`src/design/kbpi_pkg.sv`:
```
package kbpi_pkg;

  localparam int FRAC_BITS = 16;
  localparam int CORDIC_ITERS = 16;
  localparam int IDX_W = 5;
  localparam int CW = 34;
  localparam int NUM_W = 56;
  localparam int DEN_W = 32;
  localparam int POS_W = 48;
  localparam int HEAD_W = 19;

  localparam logic signed [CW-1:0] GAIN_Q30 = 34'sd652032874;
  localparam logic signed [CW-1:0] PI_Q30 = 34'sd3373259426;
  localparam logic signed [CW-1:0] HALF_PI_Q30 = 34'sd1686629713;
  localparam logic signed [CW-1:0] STEER_LIM_Q30 = 34'sd1503238554;
  localparam logic [23:0] MIN_AXLE = 24'd655;
  localparam logic [HEAD_W-1:0] HALF_TURN = 19'd205887;
  localparam logic [HEAD_W-1:0] FULL_TURN = 19'd411774;
  // floor(2^50 / FULL_TURN)
  localparam logic [31:0] WRAP_RECIP = 32'd2734266628;

  typedef struct packed {
    logic vld;
    logic tag;
    logic signed [CW-1:0] x;
    logic signed [CW-1:0] y;
    logic signed [CW-1:0] z;
  } cord_t;

  function automatic logic signed [CW-1:0] atan_q30(input logic [IDX_W-1:0] i);
    logic signed [CW-1:0] a;
    case (i)
      5'd0: a = 34'sd843314857;
      5'd1: a = 34'sd497837829;
      5'd2: a = 34'sd263043837;
      5'd3: a = 34'sd133525159;
      5'd4: a = 34'sd67021687;
      5'd5: a = 34'sd33543516;
      5'd6: a = 34'sd16775851;
      5'd7: a = 34'sd8388437;
      5'd8: a = 34'sd4194283;
      5'd9: a = 34'sd2097141;
      5'd10: a = 34'sd1048574;
      5'd11: a = 34'sd524287;
      5'd12: a = 34'sd262143;
      5'd13: a = 34'sd131071;
      5'd14: a = 34'sd65535;
      5'd15: a = 34'sd32767;
      5'd16: a = 34'sd16383;
      5'd17: a = 34'sd8191;
      5'd18: a = 34'sd4095;
      5'd19: a = 34'sd2047;
      5'd20: a = 34'sd1023;
      5'd21: a = 34'sd511;
      5'd22: a = 34'sd255;
      5'd23: a = 34'sd127;
      5'd24: a = 34'sd63;
      5'd25: a = 34'sd31;
      5'd26: a = 34'sd15;
      5'd27: a = 34'sd8;
      5'd28: a = 34'sd4;
      5'd29: a = 34'sd2;
      5'd30: a = 34'sd1;
      default: a = '0;
    endcase
    return a;
  endfunction

endpackage

```
`src/design/kbpi_cordic_cell.sv`:
```
module kbpi_cordic_cell (
  input  logic                     clk,
  input  logic                     rst,
  input  logic [kbpi_pkg::IDX_W-1:0] idx,
  input  kbpi_pkg::cord_t          din,
  output kbpi_pkg::cord_t          dout
);
  import kbpi_pkg::*;

  cord_t res;
  logic signed [CW-1:0] xs, ys, at;

  always_comb begin
    xs = din.x >>> idx;
    ys = din.y >>> idx;
    at = atan_q30(idx);
    res = din;
    if (din.z >= 0) begin
      res.x = din.x - ys;
      res.y = din.y + xs;
      res.z = din.z - at;
    end else begin
      res.x = din.x + ys;
      res.y = din.y - xs;
      res.z = din.z + at;
    end
  end

  always_ff @(posedge clk) begin
    if (rst) begin
      dout.vld <= 1'b0;
    end else begin
      dout.vld <= din.vld;
    end
    dout.tag <= res.tag;
    dout.x <= res.x;
    dout.y <= res.y;
    dout.z <= res.z;
  end

endmodule

```
`config.mk`:
```
export PLATFORM = sky130hd
export DESIGN_NAME = kbpi_cordic_cell
export DESIGN_NICKNAME = d
export VERILOG_FILES = /design/src/design/kbpi_pkg.sv /design/src/design/kbpi_cordic_cell.sv
export SDC_FILE = /design/constraint.sdc
export NUM_CORES = 1
export LEC_CHECK = 0
export ABC_AREA = 1
export BUFFER_PORTS_ARGS = -buffer_cell sky130_fd_sc_hd__buf_2
export CORE_ASPECT_RATIO = 1.1
export CORE_UTILIZATION = 35
export CTS_CLUSTER_SIZE = 30
export DETAILED_ROUTE_END_ITERATION = 7
export PLACE_DENSITY = 0.62
export SETUP_SLACK_MARGIN = 0.4
export SYNTH_ARGS = -nofsm -noshare
export SYNTH_HDL_FRONTEND = slang
export SYNTH_SLANG_ARGS = --single-unit
```
`constraint.sdc`:
```
create_clock -name clk -period 5.6 [get_ports clk]
set_input_delay 1.12 -clock clk [delete_from_list [all_inputs] [get_ports clk]]
set_output_delay 1.12 -clock clk [all_outputs]
set_load 0.05 [all_outputs]
```
==> out/qor.yml <==
status: "complete, no violations"
grt_setup_unrepaired: "false"
ys_seq_area_share_pct: 14.93
postPlaceCellArea_sq_mm: 0.01564
grt_max_degree: 60
die_w_microns: 192.3
largest_register_ff_count: 104
ir_drop_v: 0.0003637
async_flop_share_pct: 0
drc: 0
vias: 16500
worst_pin_slew_ns: 0.6824
root_buffer: "clkbuf_16"
detail_route.first_pass.iterations: 5
syn_area_sq_mm: 0.01394
portBuffers: 214
regMostFlops: "dout"
final_cells: 3097
maxSlewViolCount: 0
drv_cap: 0
syn_inst: 2399
dieArea_sq_mm: 0.04064
ios: 215
grt_overflow: 0
antenna_cells: 0
hpwl_microns: 44590
critPathLaunch: "idx[1]"
p_leak_nw: 8.377
endpoint_kind: "register"
syn_avg_cell_area_sq_um: 5.812
pwr-share-comb_pct: 66.4
core_area_sq_mm: 0.03918
synth_top_area_share_pct: 21.11
cts_tree: "done"
num_rows: 76
grt_pass1_wl_microns: 82760
synth.largest_area_cell: "nand2_1"
min_path_type: "in2reg"
final_cell_mix: "783 x nand2_1, 373 x nand3_1, 213 x buf_2"
yosys_register_bits: 104
post-route-min-period_ns: 4.920
ys_types: 49
h-tree-depth: 3
reg.largest.list: "dout: 104 flops"
ant_nets: 0
wirelength_microns: 53880
numCtsBuffers: 9
ys_warn_count: 0
p_sw_w: 0.002955
finalHoldViolations: 0
max_freq_mhz: 203.2
antenna_found_initial: 0
drive_gt1_share_pct: 14.56
wl_per_cell_microns: 17.40
seqPwrFrac_pct: 21.4
place.gp.congestion: 0.9654
setup_viol: 0
placed_cells: 3079
crit_type: "in2reg"
synth_fp_nets: 2623
ys_top_cells_by_area: "nand2_1 21%, dfxtp_1 15%, nand3_1 13%, ha_1 9.9%, xor2_1 7.2%"
final_area_sq_mm: 0.01608
grt_pass1_vias: 15550
synth_flop_cell: "dfxtp_1"
p_int_w: 0.002310
grtUsageTotal_pct: 26.26
period_share_pct: 87.86
multi_input_comb_area_sq_mm: 0.01087
hold_buffers: 0
floorplan.initialDensity_pct: 35.59
area_growth_syn_to_layout_pct: 15.35
crit_fanout: 10
hold_start: "din[102]"
seq_area_sq_mm: 0.002082
worstSetupStartpointType: "primary input"
initialDrtViolationCount: 1275
cts_sinks: 104
synth_edf_count: 0
post_drt_via_cell_ratio: 5.327
p_per_area_mw_per_mm2: 327.4
arrival_ns: 5.22
die_h_microns: 211.3
nets: 2809
required_ns: 5.90
clk_pin_slew_worst_paths_ns: 0.07
clockPowerShare_pct: 12.1
nFillCells: 4440
p_sw_share_pct: 56.13
clock_path_buffers: 2
slew_headroom_pct: 54.40
final_common_cell: "nand2_1"
==> stage by stage <==
stage | hold WS (ns) | total power, W | util (%) | setup TNS [ns] | setup WS [ns]
2_1_floorplan | 1.148 | 0.003747 | - | 0 | 0.9025
3_3_place_gp | 1.225 | 0.004594 | 39.92 | 0 | 0.05106
3_5_place_dp | 1.233 | 0.004595 | 39.92 | -0.009889 | -0.009889
4_1_cts | 0.8081 | 0.005264 | 40.64 | 0 | 0.4166
5_1_grt | 0.8209 | 0.005630 | 41.05 | 0 | 0.3752
6_report | 0.8251 | 0.005265 | 41.05 | 0 | 0.6797
==> cell type report <==
class	instances	area share, %
Inverter	187	4.380
Clock inverter	6	0.3190
Multi-Input combinational cell	2026	67.61
Sequential cell	104	12.95
Timing Repair Buffer	257	9.382
Clock buffer	10	1.424
Tap cell	507	3.944
==> worst paths after layout <==
check	end	slack, ns	cells after the start
setup / recovery	dout[27]$_DFF_P_	0.68	22
hold / removal	dout[102]$_DFF_P_	0.83	1
==> cells in the mapped netlist, types with 3 or more instances <==
cell	instances
nand2_1	784
o221a_2	3
nor2_1	199
buf_1	14
o211ai_1	9
nor2_2	19
nand4_1	27
ha_1	110
dfxtp_1	104
buf_2	31
o22ai_1	3
nand2_2	27
a21boi_0	3
nand3_2	7
o221ai_1	3
a21o_1	13
xnor2_1	51
clkbuf_1	25
buf_6	4
a21oi_1	127
a211oi_1	5
fa_1	3
nand3b_1	4
inv_2	20
o21a_1	6
nand3_1	374
o21ai_1	4
inv_1	165
nor3_1	10
buf_4	8
a31oi_1	19
xor2_1	114
o21ai_0	81
==> worst max-delay path, stage by stage <==
cell and delay [ns]:
buf_2 0.15, inv_4 0.18, ha_1 0.20, inv_1 0.06, o21ai_0 0.19, o21ai_0 0.19
o22ai_2 0.29, ha_1 0.26, nand3_1 0.21, o31ai_4 0.34, xnor2_1 0.12, ha_1 0.38
nand2_1 0.10, nor2_1 0.19, nand2_1 0.09, nor2_1 0.27, a21oi_1 0.15, o21ai_0 0.32
nand2_1 0.09, nand2_1 0.12, a21oi_1 0.09, xnor2_1 0.12
==> power by group through the flow <==
stage | clock network [W] | registers [W] | logic, W
CTS | 0.000668 | 0.00113 | 0.00346
global placement | 0 | 0.00115 | 0.00345
detailed placement | 0 | 0.00115 | 0.00345
finish | 0.000640 | 0.00113 | 0.00350
global route | 0.000688 | 0.00116 | 0.00378
floorplan | 0 | 0.00228 | 0.00146
==> logic make-up (layout without fill, tap and decap cells) <==
kind of cell             Yosys count  after routing  synth area share [%]
flip-flops                       104            104                 14.93
buffers and inverters            269            460                 7.951
AO/OA/AOI/OAI                    288            288                 11.68
XOR/XNOR                         165            165                 10.37
adder cells (fa/ha/maj)          113            113                 10.30
AND/OR/NAND/NOR                 1460           1460                 44.76
==> metal layers <==
metal	part of all wire [%]	track usage [%]
met3	5.4	2.951
met2	46	44.29
met1	43	32.75
met5	0	0
met4	4.7	13.25
==> repair_timing <==
item,CTS,global route
resized for setup,0,30
buffers inserted,0,1
setup endpoints to repair,0,22
Power figures use the tool's default switching activity.
