### config.mk
export PLATFORM = sky130hd
export DESIGN_NAME = kbpi_div
export DESIGN_NICKNAME = d
export VERILOG_FILES = /design/src/design/kbpi_pkg.sv /design/src/design/kbpi_div.sv
export SDC_FILE = /design/constraint.sdc
export NUM_CORES = 1
export LEC_CHECK = 0
export BUFFER_PORTS_ARGS = -buffer_cell sky130_fd_sc_hd__buf_2
export CAP_MARGIN = 15
export CORE_MARGIN = 8
export CORE_UTILIZATION = 55
export CTS_CLUSTER_DIAMETER = 120
export DETAILED_ROUTE_END_ITERATION = 12
export GPL_TIMING_DRIVEN = 0
export PLACE_DENSITY = 0.8
export SETUP_SLACK_MARGIN = 0.15
export SYNTH_ARGS = -nofsm -noshare
export SYNTH_HDL_FRONTEND = slang
export SYNTH_SLANG_ARGS = --single-unit
### constraint.sdc
create_clock -name clk -period 4.1 [get_ports clk]
set_input_delay 0.615 -clock clk [delete_from_list [all_inputs] [get_ports clk]]
set_output_delay 0.615 -clock clk [all_outputs]
set_load 0.01 [all_outputs]
### src/design/kbpi_pkg.sv
package kbpi_pkg;

  localparam int FRAC_BITS = 16;
  localparam int CORDIC_ITERS = 16;
  localparam int IDX_W = 5;
  localparam int CW = 34;
  localparam int NUM_W = 56;
  localparam int DEN_W = 32;
  localparam int POS_W = 48;
  localparam int HEAD_W = 19;

  localparam logic signed [CW-1:0] GAIN_Q30 = 34'sd652032874;
  localparam logic signed [CW-1:0] PI_Q30 = 34'sd3373259426;
  localparam logic signed [CW-1:0] HALF_PI_Q30 = 34'sd1686629713;
  localparam logic signed [CW-1:0] STEER_LIM_Q30 = 34'sd1503238554;
  localparam logic [23:0] MIN_AXLE = 24'd655;
  localparam logic [HEAD_W-1:0] HALF_TURN = 19'd205887;
  localparam logic [HEAD_W-1:0] FULL_TURN = 19'd411774;
  // floor(2^50 / FULL_TURN)
  localparam logic [31:0] WRAP_RECIP = 32'd2734266628;

  typedef struct packed {
    logic vld;
    logic tag;
    logic signed [CW-1:0] x;
    logic signed [CW-1:0] y;
    logic signed [CW-1:0] z;
  } cord_t;

  function automatic logic signed [CW-1:0] atan_q30(input logic [IDX_W-1:0] i);
    logic signed [CW-1:0] a;
    case (i)
      5'd0: a = 34'sd843314857;
      5'd1: a = 34'sd497837829;
      5'd2: a = 34'sd263043837;
      5'd3: a = 34'sd133525159;
      5'd4: a = 34'sd67021687;
      5'd5: a = 34'sd33543516;
      5'd6: a = 34'sd16775851;
      5'd7: a = 34'sd8388437;
      5'd8: a = 34'sd4194283;
      5'd9: a = 34'sd2097141;
      5'd10: a = 34'sd1048574;
      5'd11: a = 34'sd524287;
      5'd12: a = 34'sd262143;
      5'd13: a = 34'sd131071;
      5'd14: a = 34'sd65535;
      5'd15: a = 34'sd32767;
      5'd16: a = 34'sd16383;
      5'd17: a = 34'sd8191;
      5'd18: a = 34'sd4095;
      5'd19: a = 34'sd2047;
      5'd20: a = 34'sd1023;
      5'd21: a = 34'sd511;
      5'd22: a = 34'sd255;
      5'd23: a = 34'sd127;
      5'd24: a = 34'sd63;
      5'd25: a = 34'sd31;
      5'd26: a = 34'sd15;
      5'd27: a = 34'sd8;
      5'd28: a = 34'sd4;
      5'd29: a = 34'sd2;
      5'd30: a = 34'sd1;
      default: a = '0;
    endcase
    return a;
  endfunction

endpackage

### src/design/kbpi_div.sv
module kbpi_div (
  input  logic                         clk,
  input  logic                         rst,
  input  logic                         start,
  input  logic [kbpi_pkg::NUM_W-1:0]   num,
  input  logic [kbpi_pkg::DEN_W-1:0]   den,
  output logic                         done,
  output logic [kbpi_pkg::NUM_W-1:0]   quo
);
  import kbpi_pkg::*;

  localparam int CNT_W = $clog2(NUM_W + 1);

  logic [CNT_W-1:0] cnt;
  logic busy;
  logic [DEN_W-1:0] den_r;
  logic [DEN_W-1:0] rem;
  logic [DEN_W:0] trial;
  logic [DEN_W:0] diff;

  always_comb begin
    trial = {rem, quo[NUM_W-1]};
    diff = trial - {1'b0, den_r};
  end

  always_ff @(posedge clk) begin
    if (rst) begin
      busy <= 1'b0;
      done <= 1'b0;
      cnt <= '0;
    end else begin
      done <= 1'b0;
      if (start) begin
        busy <= 1'b1;
        cnt <= '0;
      end else if (busy) begin
        cnt <= cnt + 1'b1;
        if (cnt == CNT_W'(NUM_W - 1)) begin
          busy <= 1'b0;
          done <= 1'b1;
        end
      end
    end
    if (start) begin
      den_r <= den;
      quo <= num;
      rem <= '0;
    end else if (busy) begin
      if (!diff[DEN_W]) begin
        rem <= diff[DEN_W-1:0];
        quo <= {quo[NUM_W-2:0], 1'b1};
      end else begin
        rem <= trial[DEN_W-1:0];
        quo <= {quo[NUM_W-2:0], 1'b0};
      end
    end
  end

endmodule

==> results.toml, run 1 <==
[outcome]
status = "finished clean"

[die]
die_w_um = 128
core_sq_um = 12500
die_y_um = 128
start_util_pct = 55.7
rows = 41
io_pins = 148
die_area_sq_um = 16500

[logic_synthesis]
ys_seq_elements = 128
yosys.area_share.simple_pct = 12.2
yosysMostFrequentCell = "edfxtp_1"
ys_warn_count = 0
async_flop_share_pct = 0
ys_seq_area_share_pct = 49.6
syn-mean-instance-area_sq_um = 10.6
synth_top_family_by_area = "compound AO/OA/AOI/OAI gates"
ys_types = 59
yosysTopAreaCellShare_pct = 38.1
synthCells = 656
synth_fa_ha_area_share_pct = 6.23
yosys_most_used_dff = "edfxtp_1"
netlist_top_cells_count = "edfxtp_1, nand2_1, mux2_2"
syn_area_sq_um = 6940
synth_edf_count = 88
synth-xor-area-share_pct = 3.78
synth_compound_area_share_pct = 14.3
ys_top_cells_by_area = "edfxtp_1, dfxtp_1, mux2_2"
synth.area.mux_share_pct = 9.35
synth_top_area_cell = "edfxtp_1"
syn-num-nets = 781

[routing]
drc = 0
dr.pass1.iters = 5
via_per_inst = 5.72
routedWlPerCell_um = 18.8
drt_iter0_markers = 370
vias = 5765
routed_wl_mm = 18.9
drtAntennaViolNets = 0

[sta]
rsz0062_at_grt = "false"
finalCritPeriodShare_pct = 88.0
tightest_slew_ns = 0.763
max_freq_mhz = 277
maxSlewViolCount = 0
report.final.hold_viol_count = 0
finalSetupViolations = 0
min_period_ns = 3.61
clock_skew_ns = 0.0153
max-slew-margin-rel_pct = 49.1

[worst_hold_path]
hp-class = "input pin to register"
holdPathStages = 1

[power_and_ir_drop]
ir_drop_mv = 0.389
p_seq_share_pct = 40.0
clkPwrFrac_pct = 40.1
p_int_uw = 2830
leakage_uw = 0.00354
power_frac_comb_pct = 19.9
pwr_density_cell_nw_per_um2 = 464
swShare_pct = 28.6
p_switching_uw = 1130

[critical_path]
cp-end-kind = "register"
startpoint_type = "register"
slowest_delay_ns = 0.45
crit_arrival_ns = 3.93
critical-path-slowest-cell = "a211oi_1"
path_max_fanout = 10
worstPathRequired_ns = 4.42
crit_chain = "inv_1, ha_1, fa_1, nand2b_1, a211oi_1, o211ai_1, a21oi_2, o31ai_4, xnor2_1, buf_4, buf_4, nand2_1, a311oi_1"
worst_path_most_repeated_cell = "buf_4"
path_buf_inv = 3
cp_num_cells = 13
crit_type = "register to register"
reg2regPathDepth = 13
crit_family = "compound AO/OA/AOI/OAI gates"

[placement]
port_buffers = 147
dpl_cell_area_sq_um = 7920
hpwl_mm = 13.8
place_congestion = 0.929

[cells_and_area]
syn_to_final_growth_pct = 22.9
fin_area_sq_um = 8530
layout-drive-gt1-share_pct = 30.9
n_antenna_cell = 0
fin_util_pct = 68.4
nNetsFinal = 948

[clock_network]
cts_setup_buffers = 0
cts_tree = "built"
clock_latency_ns = 0.43
cts_resized = 0
cts_made_buffers = 17
clkTransAtPathRegs_ns = 0.06
clockBufferDepth = 2
ctsHoldBuffers = 0
cts.sinks = 128
cts_root_buffer = "clkbuf_16"
htree_levels = 4

[grt]
grt_max_degree = 34
overflow = 0
antenna_found_initial = 0
grt_pass1_wl_mm = 30.0
grt_pass1_vias = 6065
track_usage_pct = 23.5

[run]
max-cap-violations = 0
flip-flops by register name, indices dropped and copies added, names as in the netlist:
name   flops
quo       56
busy       1
cnt        6
den_r     32
rem       32
done       1
metal layers:
layer / track usage (%) / up-vias / share of wire, %
met1: 25.1 / 2761 / 39
li1: - / 2744 / -
met5: 0 / - / 0
met2: 40.1 / 229 / 49
met3: 10.3 / 31 / 9.7
met4: 8.95 / 0 / 1.8
cell families after synthesis:
family                     count (synthesis)
AOI/OAI and AO/OA                        146
adders and majority gates                 34
and+or+nand+nor                          186
xor gates and xnor gates                  30
muxes                                     58
buffers and inverters                     74
DFF                                      128
path summary, 6_finish.rpt:
| kind | startpoint | slack (ns) | end |
|---|---|---|---|
| setup / recovery | quo[55] | 0.49 | rem[23] |
| hold / removal | den[26] | 0.36 | den_r[26] |
| setup reg to reg | quo[55] | 0.49 | rem[23] |
| hold reg to reg | rem[25] | 0.47 | rem[25] |
power groups by stage:
stage                     logic (uW)  registers [uW]  clock network [uW]
after floorplan                  506            1620                   0
after global placement           744            1600                   0
after detailed placement         774            1600                   0
after CTS                        784            1580                1600
after global routing             868            1600                1650
final                            788            1590                1590
stage by stage:
step                      TNS (ns)  power [uW]  cells  setup WS (ns)  hold WS [ns]
after CTS                        0        3970   1008          0.530         0.352
after floorplan                  0        2130    656           1.15         0.442
after global placement       -5.70        2350    975         -0.104         0.462
after detailed placement         0        2380    976          0.612         0.462
final                            0        3960   1008          0.494         0.361
after global routing             0        4120   1008          0.274         0.344
cell type report:
cell class	instances	area, sq um
clock buffers	18	439
multi-input cells	454	3190
clock inverters	14	178
inverters	43	161
plain buffers	31	154
well taps	172	215
fillers	941	3930
repair buffers	148	756
flip-flops and latches	128	3440
layout by cell type, fill, tap and decap left out, drive strengths merged, types with 21 or more instances in the layout:
| cell type | instances |
|---|---|
| buf | 159 |
| ha | 33 |
| nor2 | 52 |
| a311oi | 21 |
| xnor2 | 22 |
| mux2 | 55 |
| o21ai | 31 |
| edfxtp | 88 |
| nand2 | 71 |
| dfxtp | 40 |
| inv | 46 |
| a21oi | 39 |
| clkbuf | 38 |
No activity file was read; power rests on OpenSTA's default activity.
==> run 2, diff against run 1 <==
SETUP_SLACK_MARGIN = 0.5   (was 0.15)
==> run 2 against run 1 <==
  * Hold slack got worse by 0.0028 ns
  * Sequential share of layout area fell by 0.059 points
  * Clock skew is 0.0055 ns higher
  * Critical endpoint unchanged
  * Register-to-register slack improved by 0.19 ns
==> results.toml, run 2 (synthesis gave the netlist of run 1 again) <==
[grt]
grt_pass1_wl_mm = 30.0
overflow = 0
grt_max_degree = 34
grt_pass1_vias = 6065
track_usage_pct = 23.5
antenna_found_initial = 0

[clock_network]
clock_latency_ns = 0.43
cts_root_buffer = "clkbuf_16"
ctsHoldBuffers = 0
cts.sinks = 128
cts_made_buffers = 17
htree_levels = 4
clkTransAtPathRegs_ns = 0.06
cts_tree = "built"
cts_setup_buffers = 0
cts_resized = 0
clockBufferDepth = 2

[die]
die_area_sq_um = 16500
core_sq_um = 12500
start_util_pct = 55.7
die_y_um = 128
io_pins = 148
rows = 41
die_w_um = 128

[cells_and_area]
fin_util_pct = 68.5
layout_commonest_cell = "buf_2"
syn_to_final_growth_pct = 23.0
nNetsFinal = 948
regMostFlops = "quo"
layout_common_cells = "buf_2, edfxtp_1, nand2_1"
instances_no_fill = 1008
n_antenna_cell = 0
reg.largest.list = "quo: 56 flops, den_r: 32 flops, rem: 32 flops"
largest_register_ffs = 56
layout-drive-gt1-share_pct = 31.0

[sta]
whs_ns = 0.358
max_freq_mhz = 293
clock_skew_ns = 0.0208
max-slew-margin-rel_pct = 49.2
min_period_ns = 3.42
maxSlewViolCount = 0
finalSetupViolations = 0
report.final.hold_viol_count = 0
rsz0062_at_grt = "false"
tightest_slew_ns = 0.761
fin_ws_ns = 0.682
finalCritPeriodShare_pct = 83.4

[routing]
drtAntennaViolNets = 0
via_per_inst = 5.68
drc = 0
drt_iter0_markers = 347
dr.pass1.iters = 5
vias = 5725
routedWlPerCell_um = 18.7
routed_wl_mm = 18.9

[placement]
hpwl_mm = 13.8
port_buffers = 147
place_congestion = 0.929
dp_cells = 976
dpl_worst_slack_ns = 0.612

[run]
max-cap-violations = 0

[critical_path]
crit_chain = "inv_1, ha_1, fa_1, nand2b_1, a211oi_4, o211ai_1, a21oi_2, o31ai_4, xnor2_1, buf_4, buf_4, nand2_1, a311oi_1"
cp-end-kind = "register"
critical-path-slowest-cell = "fa_1"
slowest_delay_ns = 0.40
worst_path_most_repeated_cell = "buf_4"
crit_type = "register to register"
crit_arrival_ns = 3.74
startpoint_type = "register"
worstPathRequired_ns = 4.42
path_max_fanout = 10
rrSetupSlack_ns = 0.68

[power_and_ir_drop]
ir_drop_mv = 0.387
pwr_density_cell_nw_per_um2 = 464
fin_total_pwr_uw = 3960
leakage_uw = 0.00354

[outcome]
status = "finished clean"

[worst_hold_path]
hp-class = "input pin to register"
run 2: cell counts in the layout (fill, tap and decap cells not counted):
No cell type changed its count.
run 2: worst paths after layout:
| check | from | cells after the start | end |
|---|---|---|---|
| hold reg to reg | rem[25] | 2 | rem[25] |
| setup reg to reg | quo[55] | 13 | rem[23] |
| hold / removal | den[26] | 1 | den_r[26] |
| setup / recovery | quo[55] | 13 | rem[23] |
run 2: critical path, delay by kind of cell (launching register included):
family,cells,cell delay (ns)
flip-flops,1,0.37
buffers and inverters,3,0.51
AO/OA/AOI/OAI,5,1.23
adder cells (fa/ha/maj),2,0.62
XOR/XNOR,1,0.22
AND/OR/NAND/NOR,2,0.33
run 2: area by class of cell:
class,count,area [sq um]
fill,939,3920
sequential,128,3440
multi-input combinational,454,3200
timing repair buffer,148,756
clock buffer,18,439
tap,172,215
clock inverter,14,178
inverter,43,161
buffer,31,154
run 2: per-stage QoR:
stage	TNS (ns)	cell area [sq um]
floorplan	0	6940
global placement	-5.70	7900
detailed placement	0	7920
CTS	0	8530
global route	0	8540
finish	0	8540
run 2: where the power goes:
group	switching [uW]	internal, uW	leakage [uW]	total (uW)
Clock	608	981	0.000297	1590
Sequential	68.7	1520	0.00120	1580
Combinational	456	334	0.00204	790
Total	1130	2830	0.00354	3960
run 2: routing by layer:
metal	track usage, %	share of wire [%]	up-vias
li1	-	-	2743
met1	25.1	39	2725
met2	40.1	49	226
met3	10.3	9.9	31
met4	8.95	1.9	0
met5	0	0	-
==> run 3, diff against run 2 <==
clock period = 3.5 ns   (was 4.1 ns; I/O delays follow)
==> run 3 against run 2 <==
  * First-iteration DRC count grew 24%
  * Combinational power rose by 30%
  * Power grew 20%
  * Utilization increased by 2.9 points
  * Via count is 3.7% higher
  * Hold slack lost 0.089 ns
  * Die area unchanged
  * Final area rose by 4.2%
  * Sequential power is 18% higher
  * Sequential cell count unchanged
  * Non-clock buffer count up 16
  * Critical path type unchanged
  * Largest power group is now sequential cells
==> results.toml, run 3 (synthesis gave the netlist of run 1 again) <==
[power_and_ir_drop]
ir_drop_mv = 0.461
p_int_uw = 3370
leakage_uw = 0.00368
swShare_pct = 29.0
p_seq_share_pct = 39.1
p_switching_uw = 1380
fin_total_pwr_uw = 4750
clkPwrFrac_pct = 39.2
pwr_density_cell_nw_per_um2 = 534
power_frac_comb_pct = 21.7

[placement]
port_buffers = 147
dp_cells = 976
hpwl_mm = 13.8
dpl_worst_slack_ns = 0.0118
place_congestion = 0.929

[run]
max-cap-violations = 0

[worst_hold_path]
hold_start = "den[26]"
worstHoldEndpoint = "den_r[26]"
holdPathStages = 1
hp-class = "input pin to register"

[grt]
grt_max_degree = 34
grt_pass1_vias = 6149
track_usage_pct = 23.7
grt_pass1_wl_mm = 30.2
antenna_found_initial = 0
overflow = 0

[critical_path]
worst_path_most_repeated_cell = "buf_6"
r2r-end = "rem[18]"
crit_type = "register to register"
critical-path-slowest-cell = "edfxtp_1"
rrSetupSlack_ns = 0.44
crit_chain = "inv_1, ha_2, fa_2, nand2b_4, a211oi_4, o211ai_1, a21oi_2, o31ai_4, xnor2_2, buf_6, buf_6, or3_1, o21ai_1, nor3_1"
worstPathRequired_ns = 3.79
path_buf_inv = 3
startpoint_type = "register"
slowest_delay_ns = 0.36
r2r_start = "quo[55]"
cp-end-kind = "register"
crit_family = "compound AO/OA/AOI/OAI gates"
path_max_fanout = 5
reg2regPathDepth = 14
crit_arrival_ns = 3.35

[sta]
clock_skew_ns = 0.0112
finalCritPeriodShare_pct = 87.4
report.final.hold_viol_count = 0
fin_ws_ns = 0.440
tightest_slew_ns = 0.700
min_period_ns = 3.06
max-slew-margin-rel_pct = 53.4
maxSlewViolCount = 0
rsz0062_at_grt = "true"
max_freq_mhz = 327
finalSetupViolations = 0

[die]
io_pins = 148
rows = 41
die_y_um = 128
core_sq_um = 12500
start_util_pct = 55.7
die_area_sq_um = 16500
die_w_um = 128

[clock_network]
cts.sinks = 128
htree_levels = 4
cts_root_buffer = "clkbuf_16"
cts_made_buffers = 17
clkTransAtPathRegs_ns = 0.06
cts_tree = "built"
clockBufferDepth = 2
clock_latency_ns = 0.43
ctsHoldBuffers = 0

[routing]
routed_wl_mm = 19.7
routedWlPerCell_um = 19.2
drt_iter0_markers = 431
dr.pass1.iters = 5
vias = 5939
drc = 0
via_per_inst = 5.80
drtAntennaViolNets = 0

[cells_and_area]
regMostFlops = "quo"
layout_commonest_cell = "buf_2"
fillCellCount = 907
nNetsFinal = 964
instances_no_fill = 1024
largest_register_ffs = 56
n_antenna_cell = 0
syn_to_final_growth_pct = 28.2
layout-drive-gt1-share_pct = 35.2
layout_common_cells = "buf_2, edfxtp_1, nand2_1"
reg.largest.list = "quo: 56 flops, den_r: 32 flops, rem: 32 flops"

[outcome]
status = "finished clean"
[run 3: layer usage]
layer / track usage, % / wire length (um) / up-vias
met5: 0 / 0 / -
met4: 10.1 / 442 / 0
met3: 10.8 / 2070 / 50
met2: 40.0 / 9750 / 278
met1: 25.1 / 7440 / 2827
li1: - / - / 2784
[run 3: area by class of cell]
class	count	area [sq um]	area share, %
Sequential cell	128	3440	38.7
Tap cell	172	215	2.42
Inverter	43	161	1.81
Buffer	31	184	2.07
Multi-Input combinational cell	454	3370	37.8
Timing Repair Buffer	164	912	10.2
Clock inverter	14	178	2.00
Clock buffer	18	439	4.93
[run 3: how the worst max path moves through the flow]
stage          cells after the start      end  slack (ns)       from
6_report                          14  rem[18]        0.44    quo[55]
4_1_cts                           13  rem[18]        0.50   den_r[0]
3_3_place_gp                       5  quo[42]       -0.61      start
3_5_place_dp                      13  rem[23]        0.01    quo[55]
2_1_floorplan                     13  rem[17]        0.55    quo[55]
5_1_grt                           14  rem[18]        0.38  den_r[17]
[run 3: power by group through the flow]
| stage | registers (uW) | logic (uW) | clock network (uW) |
|---|---|---|---|
| after floorplan | 1900 | 593 | 0 |
| after global placement | 1880 | 872 | 0 |
| after detailed placement | 1880 | 907 | 0 |
| after CTS | 1860 | 948 | 1870 |
| after global routing | 1870 | 1120 | 1940 |
| final | 1860 | 1030 | 1860 |
[run 3: worst reg2reg max path, stage by stage (launching register included)]
cell      delay [ns]
edfxtp_1        0.36
inv_1           0.06
ha_2            0.19
fa_2            0.34
nand2b_4        0.16
a211oi_4        0.23
o211ai_1        0.23
a21oi_2         0.30
o31ai_4         0.14
xnor2_2         0.17
buf_6           0.16
buf_6           0.13
or3_1           0.30
o21ai_1         0.09
nor3_1          0.06
[run 3: through the flow]
step | area [sq um] | TNS [ns] | hold WS [ns] | util (%)
global route | 8900 | 0 | 0.254 | 71.4
finish | 8900 | 0 | 0.269 | 71.4
global placement | 7900 | -34.26 | 0.462 | 63.3
detailed placement | 7920 | 0 | 0.462 | 63.5
CTS | 8660 | 0 | 0.262 | 69.5
floorplan | 6940 | 0 | 0.442 | -
[run 3: repair_timing]
action	CTS	global route
setup buffers	9	6
setup endpoints to repair	32	61
hold endpoints to repair	0	0
pin swaps	8	17
gates cloned	0	1
resized for setup	9	41
